[config.mk]
export PLATFORM = sky130hd
export DESIGN_NAME = packbits_rle_decoder_flat
export DESIGN_NICKNAME = d
export VERILOG_FILES = /design/src/design/pbrd_pkg.sv /design/src/design/pbrd_ifs.sv /design/src/design/pbrd_ctrl.sv /design/src/design/pbrd_dp.sv /design/src/design/packbits_rle_decoder.sv /design/src/flat_wrapper.sv
export SDC_FILE = /design/constraint.sdc
export NUM_CORES = 1
export LEC_CHECK = 0
export CAP_MARGIN = 20
export CORE_MARGIN = 4
export CORE_UTILIZATION = 40
export DETAILED_ROUTE_END_ITERATION = 7
export DONT_BUFFER_PORTS = 1
export PLACE_DENSITY = 0.6
export SYNTH_ARGS = -nofsm -noshare
export SYNTH_HDL_FRONTEND = slang
export SYNTH_SLANG_ARGS = --single-unit
[constraint.sdc]
create_clock -name i_clk -period 9.25 [get_ports i_clk]
set_input_delay 0.4625 -clock i_clk [delete_from_list [all_inputs] [get_ports i_clk]]
set_output_delay 0.4625 -clock i_clk [all_outputs]
set_load 0.01 [all_outputs]
[src/design/pbrd_pkg.sv]
// ----------------------------------------------------------------------------
// PackBits decoder package
// Shared widths, header code and the command/status structs that join the
// controller and the datapath.
// ----------------------------------------------------------------------------
package pbrd_pkg;

    localparam int unsigned ByteW      = 8;
    localparam int unsigned CountW     = 3;
    localparam int unsigned RemW       = 8;
    localparam int unsigned LaneFields = 4;
    localparam int unsigned MaxResults = 32;

    // Header code that announces nothing
    localparam logic [ByteW-1:0] HdrNoop = 8'd128;

    typedef logic [ByteW-1:0] t_byte;

    // Commands from the controller to the datapath
    typedef struct packed {
        logic load_hdr;  // header word accepted
        logic load_lit;  // literal word accepted, emit it
        logic load_rep;  // repeat word accepted, latch it
        logic emit;      // emit one result of the repeat run
    } t_cmd;

    // Status from the datapath to the controller
    typedef struct packed {
        logic out_free;  // output register can take a result this cycle
        logic hdr_lit;   // input word is a literal-run header
        logic hdr_rep;   // input word is a repeat-run header
        logic rem_one;   // one byte left in the run
        logic run_end;   // next repeat result closes the run
    } t_status;

endpackage

[src/design/pbrd_ifs.sv]
// ----------------------------------------------------------------------------
// PackBits decoder channels
// Valid/ready channels for compressed input words and decoded result words.
// ----------------------------------------------------------------------------
interface pbrd_in_if;
    logic       valid;
    logic       ready;
    logic [7:0] data_byte;
    logic       last_in;

    modport source (output valid, output data_byte, output last_in, input ready);
    modport sink   (input valid, input data_byte, input last_in, output ready);
endinterface

interface pbrd_out_if;
    logic       valid;
    logic       ready;
    logic [7:0] lane0_byte;
    logic [7:0] lane1_byte;
    logic [7:0] lane2_byte;
    logic [7:0] lane3_byte;
    logic [2:0] lane_count;
    logic       last_of_run;

    modport source (output valid, output lane0_byte, output lane1_byte,
                    output lane2_byte, output lane3_byte, output lane_count,
                    output last_of_run, input ready);
    modport sink   (input valid, input lane0_byte, input lane1_byte,
                    input lane2_byte, input lane3_byte, input lane_count,
                    input last_of_run, output ready);
endinterface

[src/design/pbrd_ctrl.sv]
// ----------------------------------------------------------------------------
// PackBits decoder controller
// Tracks the decode phase, gates input ready and issues datapath commands.
// ----------------------------------------------------------------------------
module pbrd_ctrl
    import pbrd_pkg::*;
(
    input  logic    i_clk,
    input  logic    i_rst_n,
    input  logic    i_in_valid,
    input  logic    i_last_in,
    input  t_status i_status,
    output logic    o_in_ready,
    output t_cmd    o_cmd
);

    typedef enum logic [1:0] {
        S_HEADER,
        S_LITERAL,
        S_REPEAT,
        S_EMIT
    } t_state;

    t_state r_state;
    t_state n_state;
    logic   accept;

    // Ready per phase: literals need room in the output register
    always_comb begin
        case (r_state)
            S_HEADER:  o_in_ready = 1'b1;
            S_LITERAL: o_in_ready = i_status.out_free;
            S_REPEAT:  o_in_ready = 1'b1;
            S_EMIT:    o_in_ready = 1'b0;
            default:   o_in_ready = 1'b0;
        endcase
    end

    assign accept = i_in_valid && o_in_ready;

    // Commands
    always_comb begin
        o_cmd          = '0;
        o_cmd.load_hdr = accept && (r_state == S_HEADER);
        o_cmd.load_lit = accept && (r_state == S_LITERAL);
        o_cmd.load_rep = accept && (r_state == S_REPEAT);
        o_cmd.emit     = (r_state == S_EMIT) && i_status.out_free;
    end

    // Next phase
    always_comb begin
        n_state = r_state;
        case (r_state)
            S_HEADER: begin
                if (accept) begin
                    if (i_last_in)             n_state = S_HEADER;
                    else if (i_status.hdr_lit) n_state = S_LITERAL;
                    else if (i_status.hdr_rep) n_state = S_REPEAT;
                    else                       n_state = S_HEADER;
                end
            end
            S_LITERAL: begin
                if (accept && (i_last_in || i_status.rem_one)) n_state = S_HEADER;
            end
            S_REPEAT: begin
                if (accept) n_state = S_EMIT;
            end
            S_EMIT: begin
                if (o_cmd.emit && i_status.run_end) n_state = S_HEADER;
            end
            default: n_state = S_HEADER;
        endcase
    end

    always_ff @(posedge i_clk) begin
        if (!i_rst_n) begin
            r_state <= S_HEADER;
        end else begin
            r_state <= n_state;
        end
    end

`ifndef ASSERT_OFF
    // Input is never taken while a run is being emitted
    a_no_accept_in_emit: assert property (@(posedge i_clk) disable iff (!i_rst_n)
        (r_state == S_EMIT) |-> !accept)
        else $error("input accepted during repeat emission");

    // A repeat word always leads into emission
    a_rep_to_emit: assert property (@(posedge i_clk) disable iff (!i_rst_n)
        o_cmd.load_rep |=> (r_state == S_EMIT))
        else $error("repeat word did not start emission");

    // Emission only with room in the output register
    a_emit_room: assert property (@(posedge i_clk) disable iff (!i_rst_n)
        (o_cmd.emit || o_cmd.load_lit) |-> i_status.out_free)
        else $error("result issued without output room");
`endif

endmodule

[src/design/pbrd_dp.sv]
// ----------------------------------------------------------------------------
// PackBits decoder datapath
// Holds the run count, the repeat byte and the result output register.
// ----------------------------------------------------------------------------
module pbrd_dp
    import pbrd_pkg::*;
#(
    parameter int OUT_LANES = 4
) (
    input  logic              i_clk,
    input  logic              i_rst_n,
    input  t_cmd              i_cmd,
    input  t_byte             i_data_byte,
    input  logic              i_last_in,
    input  logic              i_out_ready,
    output t_status           o_status,
    output logic              o_out_valid,
    output t_byte             o_lane [LaneFields],
    output logic [CountW-1:0] o_lane_count,
    output logic              o_last_of_run
);

    // Lanes per repeat result, clamped to the lane fields
    localparam int LaneBase = (OUT_LANES < 1) ? 1 :
                              (OUT_LANES > int'(LaneFields)) ? int'(LaneFields) : OUT_LANES;

    logic [RemW-1:0]   r_remaining;
    logic [RemW-1:0]   n_remaining;
    t_byte             r_byte;
    logic [CountW-1:0] r_lanes;
    logic [CountW-1:0] n_lanes;
    logic              r_out_valid;
    t_byte             r_lane [LaneFields];
    t_byte             n_lane [LaneFields];
    logic [CountW-1:0] r_count;
    logic [CountW-1:0] n_count;
    logic              r_last;

    logic [RemW:0]     rep_len;
    logic [RemW:0]     need_sum;
    logic [CountW-1:0] need;
    logic [CountW-1:0] chunk;
    logic              out_free;
    logic              run_end;

    assign out_free = !r_out_valid || i_out_ready;
    assign run_end  = r_remaining <= {{(RemW-CountW){1'b0}}, r_lanes};
    assign chunk    = run_end ? r_remaining[CountW-1:0] : r_lanes;

    // Repeat length 257 minus header
    assign rep_len  = 9'd257 - {1'b0, i_data_byte};

    // Lanes needed to keep the run within the result limit
    assign need_sum = {1'b0, r_remaining} + (RemW+1)'(MaxResults - 1);
    assign need     = CountW'(need_sum >> $clog2(MaxResults));
    assign n_lanes  = (need > CountW'(LaneBase)) ? need : CountW'(LaneBase);

    always_comb begin
        o_status          = '0;
        o_status.out_free = out_free;
        o_status.hdr_lit  = i_data_byte < HdrNoop;
        o_status.hdr_rep  = i_data_byte > HdrNoop;
        o_status.rem_one  = r_remaining == RemW'(1);
        o_status.run_end  = run_end;
    end

    // Next run count
    always_comb begin
        n_remaining = r_remaining;
        if (i_cmd.load_hdr) begin
            if (i_last_in)             n_remaining = '0;
            else if (o_status.hdr_lit) n_remaining = i_data_byte + RemW'(1);
            else if (o_status.hdr_rep) n_remaining = rep_len[RemW-1:0];
            else                       n_remaining = '0;
        end else if (i_cmd.load_lit) begin
            n_remaining = i_last_in ? '0 : r_remaining - RemW'(1);
        end else if (i_cmd.emit) begin
            n_remaining = r_remaining - {{(RemW-CountW){1'b0}}, chunk};
        end
    end

    // Result lanes: fill up to the count, zero the rest
    always_comb begin
        n_count = i_cmd.load_lit ? CountW'(1) : chunk;
        for (int k = 0; k < int'(LaneFields); k++) begin
            if (i_cmd.load_lit) begin
                n_lane[k] = (k == 0) ? i_data_byte : '0;
            end else begin
                n_lane[k] = (CountW'(k) < chunk) ? r_byte : '0;
            end
        end
    end

    // Control registers
    always_ff @(posedge i_clk) begin
        if (!i_rst_n) begin
            r_remaining <= '0;
            r_out_valid <= 1'b0;
        end else begin
            r_remaining <= n_remaining;
            if (i_cmd.load_lit || i_cmd.emit) begin
                r_out_valid <= 1'b1;
            end else if (i_out_ready) begin
                r_out_valid <= 1'b0;
            end
        end
    end

    // Payload registers
    always_ff @(posedge i_clk) begin
        if (i_cmd.load_rep) begin
            r_byte  <= i_data_byte;
            r_lanes <= n_lanes;
        end
        if (i_cmd.load_lit || i_cmd.emit) begin
            r_lane  <= n_lane;
            r_count <= n_count;
            r_last  <= i_cmd.load_lit || run_end;
        end
    end

    assign o_out_valid   = r_out_valid;
    assign o_lane        = r_lane;
    assign o_lane_count  = r_count;
    assign o_last_of_run = r_last;

`ifndef ASSERT_OFF
    // Every issued result carries one to four bytes
    a_count_range: assert property (@(posedge i_clk) disable iff (!i_rst_n)
        r_out_valid |-> (r_count != '0) && (r_count <= CountW'(LaneFields)))
        else $error("result lane count out of range");

    // A literal result is a single flagged byte
    a_lit_single: assert property (@(posedge i_clk) disable iff (!i_rst_n)
        i_cmd.load_lit |=> (r_count == CountW'(1)) && r_last)
        else $error("literal result malformed");

    // Non-final repeat results are full
    a_full_chunk: assert property (@(posedge i_clk) disable iff (!i_rst_n)
        i_cmd.emit && !run_end |=> (r_count == r_lanes) && !r_last)
        else $error("partial repeat result before run end");
`endif

endmodule

[src/design/packbits_rle_decoder.sv]
// ----------------------------------------------------------------------------
// PackBits run-length decoder
// Decodes a PackBits byte stream into results of up to four decoded bytes.
// ----------------------------------------------------------------------------
// Header and literal words are taken one per cycle while the output side
// keeps up; each literal word gives one single-byte result the next cycle.
// A repeat run costs its header word, its repeat word, and then
// ceil(count / lanes) results, during which input ready is low.
// The output register drains one result per cycle, so emission pace is set
// by the sink's ready. Lanes per repeat result are OUT_LANES clamped to 1..4,
// raised where needed so that no run exceeds 32 results.
module packbits_rle_decoder
    import pbrd_pkg::*;
#(
    parameter int OUT_LANES = 4
) (
    input  logic        i_clk,
    input  logic        i_rst_n,
    pbrd_in_if.sink     i_in,
    pbrd_out_if.source  o_out
);

    t_cmd              cmd;
    t_status           status;
    logic              in_ready;
    t_byte             lane [LaneFields];
    logic [CountW-1:0] lane_count;
    logic              last_of_run;
    logic              out_valid;

    // Phase control
    pbrd_ctrl u_ctrl (
        .i_clk      (i_clk),
        .i_rst_n    (i_rst_n),
        .i_in_valid (i_in.valid),
        .i_last_in  (i_in.last_in),
        .i_status   (status),
        .o_in_ready (in_ready),
        .o_cmd      (cmd)
    );

    // Run count, repeat byte and output register
    pbrd_dp #(
        .OUT_LANES (OUT_LANES)
    ) u_dp (
        .i_clk         (i_clk),
        .i_rst_n       (i_rst_n),
        .i_cmd         (cmd),
        .i_data_byte   (i_in.data_byte),
        .i_last_in     (i_in.last_in),
        .i_out_ready   (o_out.ready),
        .o_status      (status),
        .o_out_valid   (out_valid),
        .o_lane        (lane),
        .o_lane_count  (lane_count),
        .o_last_of_run (last_of_run)
    );

    // Drive the channels
    assign i_in.ready        = in_ready;
    assign o_out.valid       = out_valid;
    assign o_out.lane0_byte  = lane[0];
    assign o_out.lane1_byte  = lane[1];
    assign o_out.lane2_byte  = lane[2];
    assign o_out.lane3_byte  = lane[3];
    assign o_out.lane_count  = lane_count;
    assign o_out.last_of_run = last_of_run;

endmodule
[src/flat_wrapper.sv]
// flat-port wrapper written by rule: the top's interface ports become plain ports
module packbits_rle_decoder_flat import pbrd_pkg::*;
#(
    parameter int OUT_LANES = 4
)
  (i_clk, i_rst_n, i_in_valid, i_in_data_byte, i_in_last_in, i_in_ready, o_out_valid, o_out_lane0_byte, o_out_lane1_byte, o_out_lane2_byte, o_out_lane3_byte, o_out_lane_count, o_out_last_of_run, o_out_ready);
  pbrd_in_if i_in_i ();
  pbrd_out_if o_out_i ();
  input  logic i_clk;
  input  logic i_rst_n;
  input wire logic [$bits(i_in_i.valid)-1:0] i_in_valid;
  input wire logic [$bits(i_in_i.data_byte)-1:0] i_in_data_byte;
  input wire logic [$bits(i_in_i.last_in)-1:0] i_in_last_in;
  output wire logic [$bits(i_in_i.ready)-1:0] i_in_ready;
  output wire logic [$bits(o_out_i.valid)-1:0] o_out_valid;
  output wire logic [$bits(o_out_i.lane0_byte)-1:0] o_out_lane0_byte;
  output wire logic [$bits(o_out_i.lane1_byte)-1:0] o_out_lane1_byte;
  output wire logic [$bits(o_out_i.lane2_byte)-1:0] o_out_lane2_byte;
  output wire logic [$bits(o_out_i.lane3_byte)-1:0] o_out_lane3_byte;
  output wire logic [$bits(o_out_i.lane_count)-1:0] o_out_lane_count;
  output wire logic [$bits(o_out_i.last_of_run)-1:0] o_out_last_of_run;
  input wire logic [$bits(o_out_i.ready)-1:0] o_out_ready;
  assign i_in_i.valid = i_in_valid;
  assign i_in_i.data_byte = i_in_data_byte;
  assign i_in_i.last_in = i_in_last_in;
  assign i_in_ready = i_in_i.ready;
  assign o_out_valid = o_out_i.valid;
  assign o_out_lane0_byte = o_out_i.lane0_byte;
  assign o_out_lane1_byte = o_out_i.lane1_byte;
  assign o_out_lane2_byte = o_out_i.lane2_byte;
  assign o_out_lane3_byte = o_out_i.lane3_byte;
  assign o_out_lane_count = o_out_i.lane_count;
  assign o_out_last_of_run = o_out_i.last_of_run;
  assign o_out_i.ready = o_out_ready;
  packbits_rle_decoder #(.OUT_LANES(OUT_LANES)) u_core (.i_clk(i_clk), .i_rst_n(i_rst_n), .i_in(i_in_i), .o_out(o_out_i));
endmodule
==> parameters.txt <==
Parameter                              Value

Cells and area
  Nets ... 348
  Diodes inserted ... 0
  Utilization after layout ... 44.0%
  Signed area change from the synthesized netlist to the final layout ... 6.96%
  Fillcell total ... roughly 810
  Share of final-layout standard cells stronger than drive strength 1 ... 8.79%

Placement
  Placed wire-length estimate ... 5710 microns
  Number of input and output port buffers inserted ... 0
  Pre-CTS worst setup slack ... roughly 5.6 ns
  Weighted congestion reported at the end of routability-driven placement ... ~0.85

STA
  Worst-margin pin slew ... 0.954 ns
  Relative slew margins ... 35.9%
  Final setup violation count ... 0
  Upper clock frequency limit ... 269 MHz
  RSZ-0062 raised after global routing ... false
  Hold Worst Slack ... between 0.2 and 0.25 ns
  Final TNS setup ... 0 ns
  Ratio of final minimum period to clock period ... approximately two fifths
  Post-route worst setup slack ... 5.54 ns
  Crit path time final ... 3.71 ns
  Total count of hold-check failures in the final report ... 0
  Clock Skew ... 0.00984 ns
  Pins Over Slew Limit ... 0

Floorplan
  Starting utilization of the core area ... 41.1%
  DIE WIDTH ... 99.6 microns
  Number of top-level design ports ... a little over 50
  Std cell rows ... 33
  Vert. Die Dim ... 99.6 microns
  Area enclosed by the die boundary ... around 0.0099 sq mm
  Core box area ... roughly 0.0082 sq mm

GRT
  Via count of the first global-routing pass ... 2383
  Leftover overflow at the end of global routing ... 0
  Wire length of the first global-routing pass ... roughly 13000 microns
  Initial antenna violation count ... 0
  Pin count of the biggest net entering global routing ... 45
  Global routing usage summed across all routing layers ... 16.7%

Clock network
  CTS H-tree depth ... 3
  CTS sink cnt ... 58
  Hold-fix buffers, CTS ... 0
  Post-CTS setup buffers ... 0
  TritonCTS clock tree ... yes
  Clock edge transition at the registers on the reported setup and hold paths ... 0.07 ns
  CTS buffer count ... 9
  Maximum root-to-sink buffer count ... 2
  Cell chosen for the clock root ... sky130_fd_sc_hd__clkbuf_8
  Insertion delay to the later sink of the worst-skew pair ... 0.33 ns
  Number of instances resized during post-cts repair ... 0

Status
  Run status ... complete, no violations

Worst setup path
  Worst path required time ... 9.47 ns
  Worst setup path category ... register to register
  Crit start category ... register
  Highest net fanout along the worst path ... 10
  Worst Path Arrival ... a little under 4 ns
  Type of destination of the critical path ... register
  Register-to-register path setup slack ... about 5.5 ns

Detailed routing
  Routed via count ... 2512
  Drt first pass iters ... 4
  Number of design rule violations left after detail routing ... 0
  Drt first-iter violations ... 170
  Number of vias per cell ... 5.77
  Routed wire length ... 8060 microns
  Number of antenna-violating nets in the routed design ... 0
  Average wire length per cell after detail routing ... 18.5 microns

Logic synthesis
  Number of synthesized flops with an enable pin ... 47
  Number of library cell types mapped by synthesis ... 63
  Portion of synthesized cell area occupied by the leading cell type ... between 40 and 50%
  Most area-hungry cell type in the Yosys netlist ... sky130_fd_sc_hd__edfxtp_1
  Asr flop ratio synth ... 0%
  Synthesized area ... between 0.003 and 0.004 sq mm
  Most repeated cell in the gate-level netlist after synthesis ... sky130_fd_sc_hd__edfxtp_1
  Syn_area_per_cell ... 10.1 sq um
  Synth Register Bits ... between 50 and 60
  Main area contributors after synthesis ... sky130_fd_sc_hd__edfxtp_1 42%, sky130_fd_sc_hd__dfxtp_1 6.6%, sky130_fd_sc_hd__nand2_1 4.1%
  Post-synthesis cell count ... about 330
  Main synth FF type ... sky130_fd_sc_hd__edfxtp_1
  Share of synthesized area occupied by flip-flops and latches ... 48.6%
  Number of nets produced by synthesis ... approximately 360
  Leading cell types by count after synthesis ... 47 x sky130_fd_sc_hd__edfxtp_1, 37 x sky130_fd_sc_hd__nand2_1, 21 x sky130_fd_sc_hd__o21ai_0
  Yosys synthesis warning count ... 0

Pwr
  Leakage ... 1.27 nW
  PD cells ... roughly 220 mW/mm^2
  Worst-case vdd ir drop ... 0.0801 mV

Job
  Max-cap viol count ... 0

Worst hold path
  Type of the tightest min-delay check ... input pin to register
==> layer usage <==
layer	vias to the layer above	track usage (%)	wire length, microns
li1	1211	-	-
met1	1225	22.4	3750
met2	74	25.7	3830
met3	2	5.47	441
met4	0	5.46	45
met5	-	0	0
==> area by class of cell <==
type                       count  area (sq um)  share of cell area, %
inverter                      13          51.3                   1.43
tap                          105           131                   3.66
sequential                    58          1630                   45.4
clock buffer                  10           128                   3.55
timing repair buffer           2          15.0                  0.418
clock inverter                 6          57.6                   1.60
multi-input combinational    241          1580                   43.9
==> cells by family after synthesis <==
logic type,share of synthesized area [%]
muxes,1.97
xor gates and xnor gates,2.87
adders and majority gates,4.32
and+or+nand+nor,19.5
other,0.112
AOI/OAI and AO/OA,18.2
buffers and inverters,4.43
DFF,48.6
==> through the flow <==
step                power [mW]  cells  cell area [sq um]
floorplan                0.511    332               3360
global placement         0.555    419               3410
detailed placement       0.559    419               3410
CTS                      0.785    435               3590
global route             0.823    435               3590
finish                   0.778    435               3590
==> sequential cells by signal, indices dropped and copies added, names as in the netlist <==
name                       cells
u_core.u_dp.o_lane            32
u_core.u_dp.r_byte             8
u_core.u_dp.r_remaining        8
u_core.u_dp.o_lane_count       3
u_core.u_dp.r_lanes            3
u_core.u_ctrl.r_state          2
u_core.u_dp.o_last_of_run      1
u_core.u_dp.o_out_valid        1
==> where the power goes <==
group	total [mW]	leakage, nW	internal [mW]	switching [mW]
Clock	0.223	0.0974	0.123	0.101
Combinational	0.226	0.654	0.0916	0.135
Sequential	0.329	0.523	0.307	0.0221
Total	0.778	1.27	0.521	0.257
==> layout by cell type (no fill, tap or decap), types with 4 or more instances in the layout <==
cell type and n:
sky130_fd_sc_hd__a21oi_1 12, sky130_fd_sc_hd__nor3_1 8, sky130_fd_sc_hd__dfxtp_1 11, sky130_fd_sc_hd__nand2_1 37, sky130_fd_sc_hd__o22ai_1 6, sky130_fd_sc_hd__o21ai_0 21, sky130_fd_sc_hd__nand3_1 14, sky130_fd_sc_hd__nor2b_1 20
sky130_fd_sc_hd__a31oi_1 7, sky130_fd_sc_hd__a211oi_1 4, sky130_fd_sc_hd__xnor2_1 5, sky130_fd_sc_hd__nor2_1 20, sky130_fd_sc_hd__ha_1 10, sky130_fd_sc_hd__clkbuf_8 9, sky130_fd_sc_hd__nand2b_1 7, sky130_fd_sc_hd__inv_1 12
sky130_fd_sc_hd__o21a_1 4, sky130_fd_sc_hd__edfxtp_1 47, sky130_fd_sc_hd__xor2_1 6, sky130_fd_sc_hd__nor3b_1 4
==> worst paths after layout <==
kind	startpoint	to	cells after the start
worst min register to register	u_core.u_ctrl.r_state[0]$_SDFFE_PN0P_	u_core.u_ctrl.r_state[1]$_SDFFE_PN0P_	1
worst max-delay path	u_core.u_dp.r_lanes[1]$_SDFFCE_PP0P_	u_core.u_dp.r_remaining[3]$_SDFFE_PN0P_	12
worst min-delay path	i_in_data_byte[5]	u_core.u_dp.r_byte[5]$_DFFE_PP_	0
worst max register to register	u_core.u_dp.r_lanes[1]$_SDFFCE_PP0P_	u_core.u_dp.r_remaining[3]$_SDFFE_PN0P_	12
==> worst max-delay path: stages, from the launching register on <==
cell and delay, ns:
sky130_fd_sc_hd__edfxtp_1 0.49, sky130_fd_sc_hd__inv_1 0.12, sky130_fd_sc_hd__ha_1 0.32, sky130_fd_sc_hd__a211oi_1 0.47, sky130_fd_sc_hd__o21ai_4 0.22, sky130_fd_sc_hd__nand2_1 0.11, sky130_fd_sc_hd__o21ai_0 0.12, sky130_fd_sc_hd__ha_1 0.27
sky130_fd_sc_hd__maj3_1 0.35, sky130_fd_sc_hd__maj3_1 0.40, sky130_fd_sc_hd__mux2i_2 0.30, sky130_fd_sc_hd__o32ai_1 0.13, sky130_fd_sc_hd__o31a_1 0.30
Note: power is estimated with default switching activity, not from simulation.
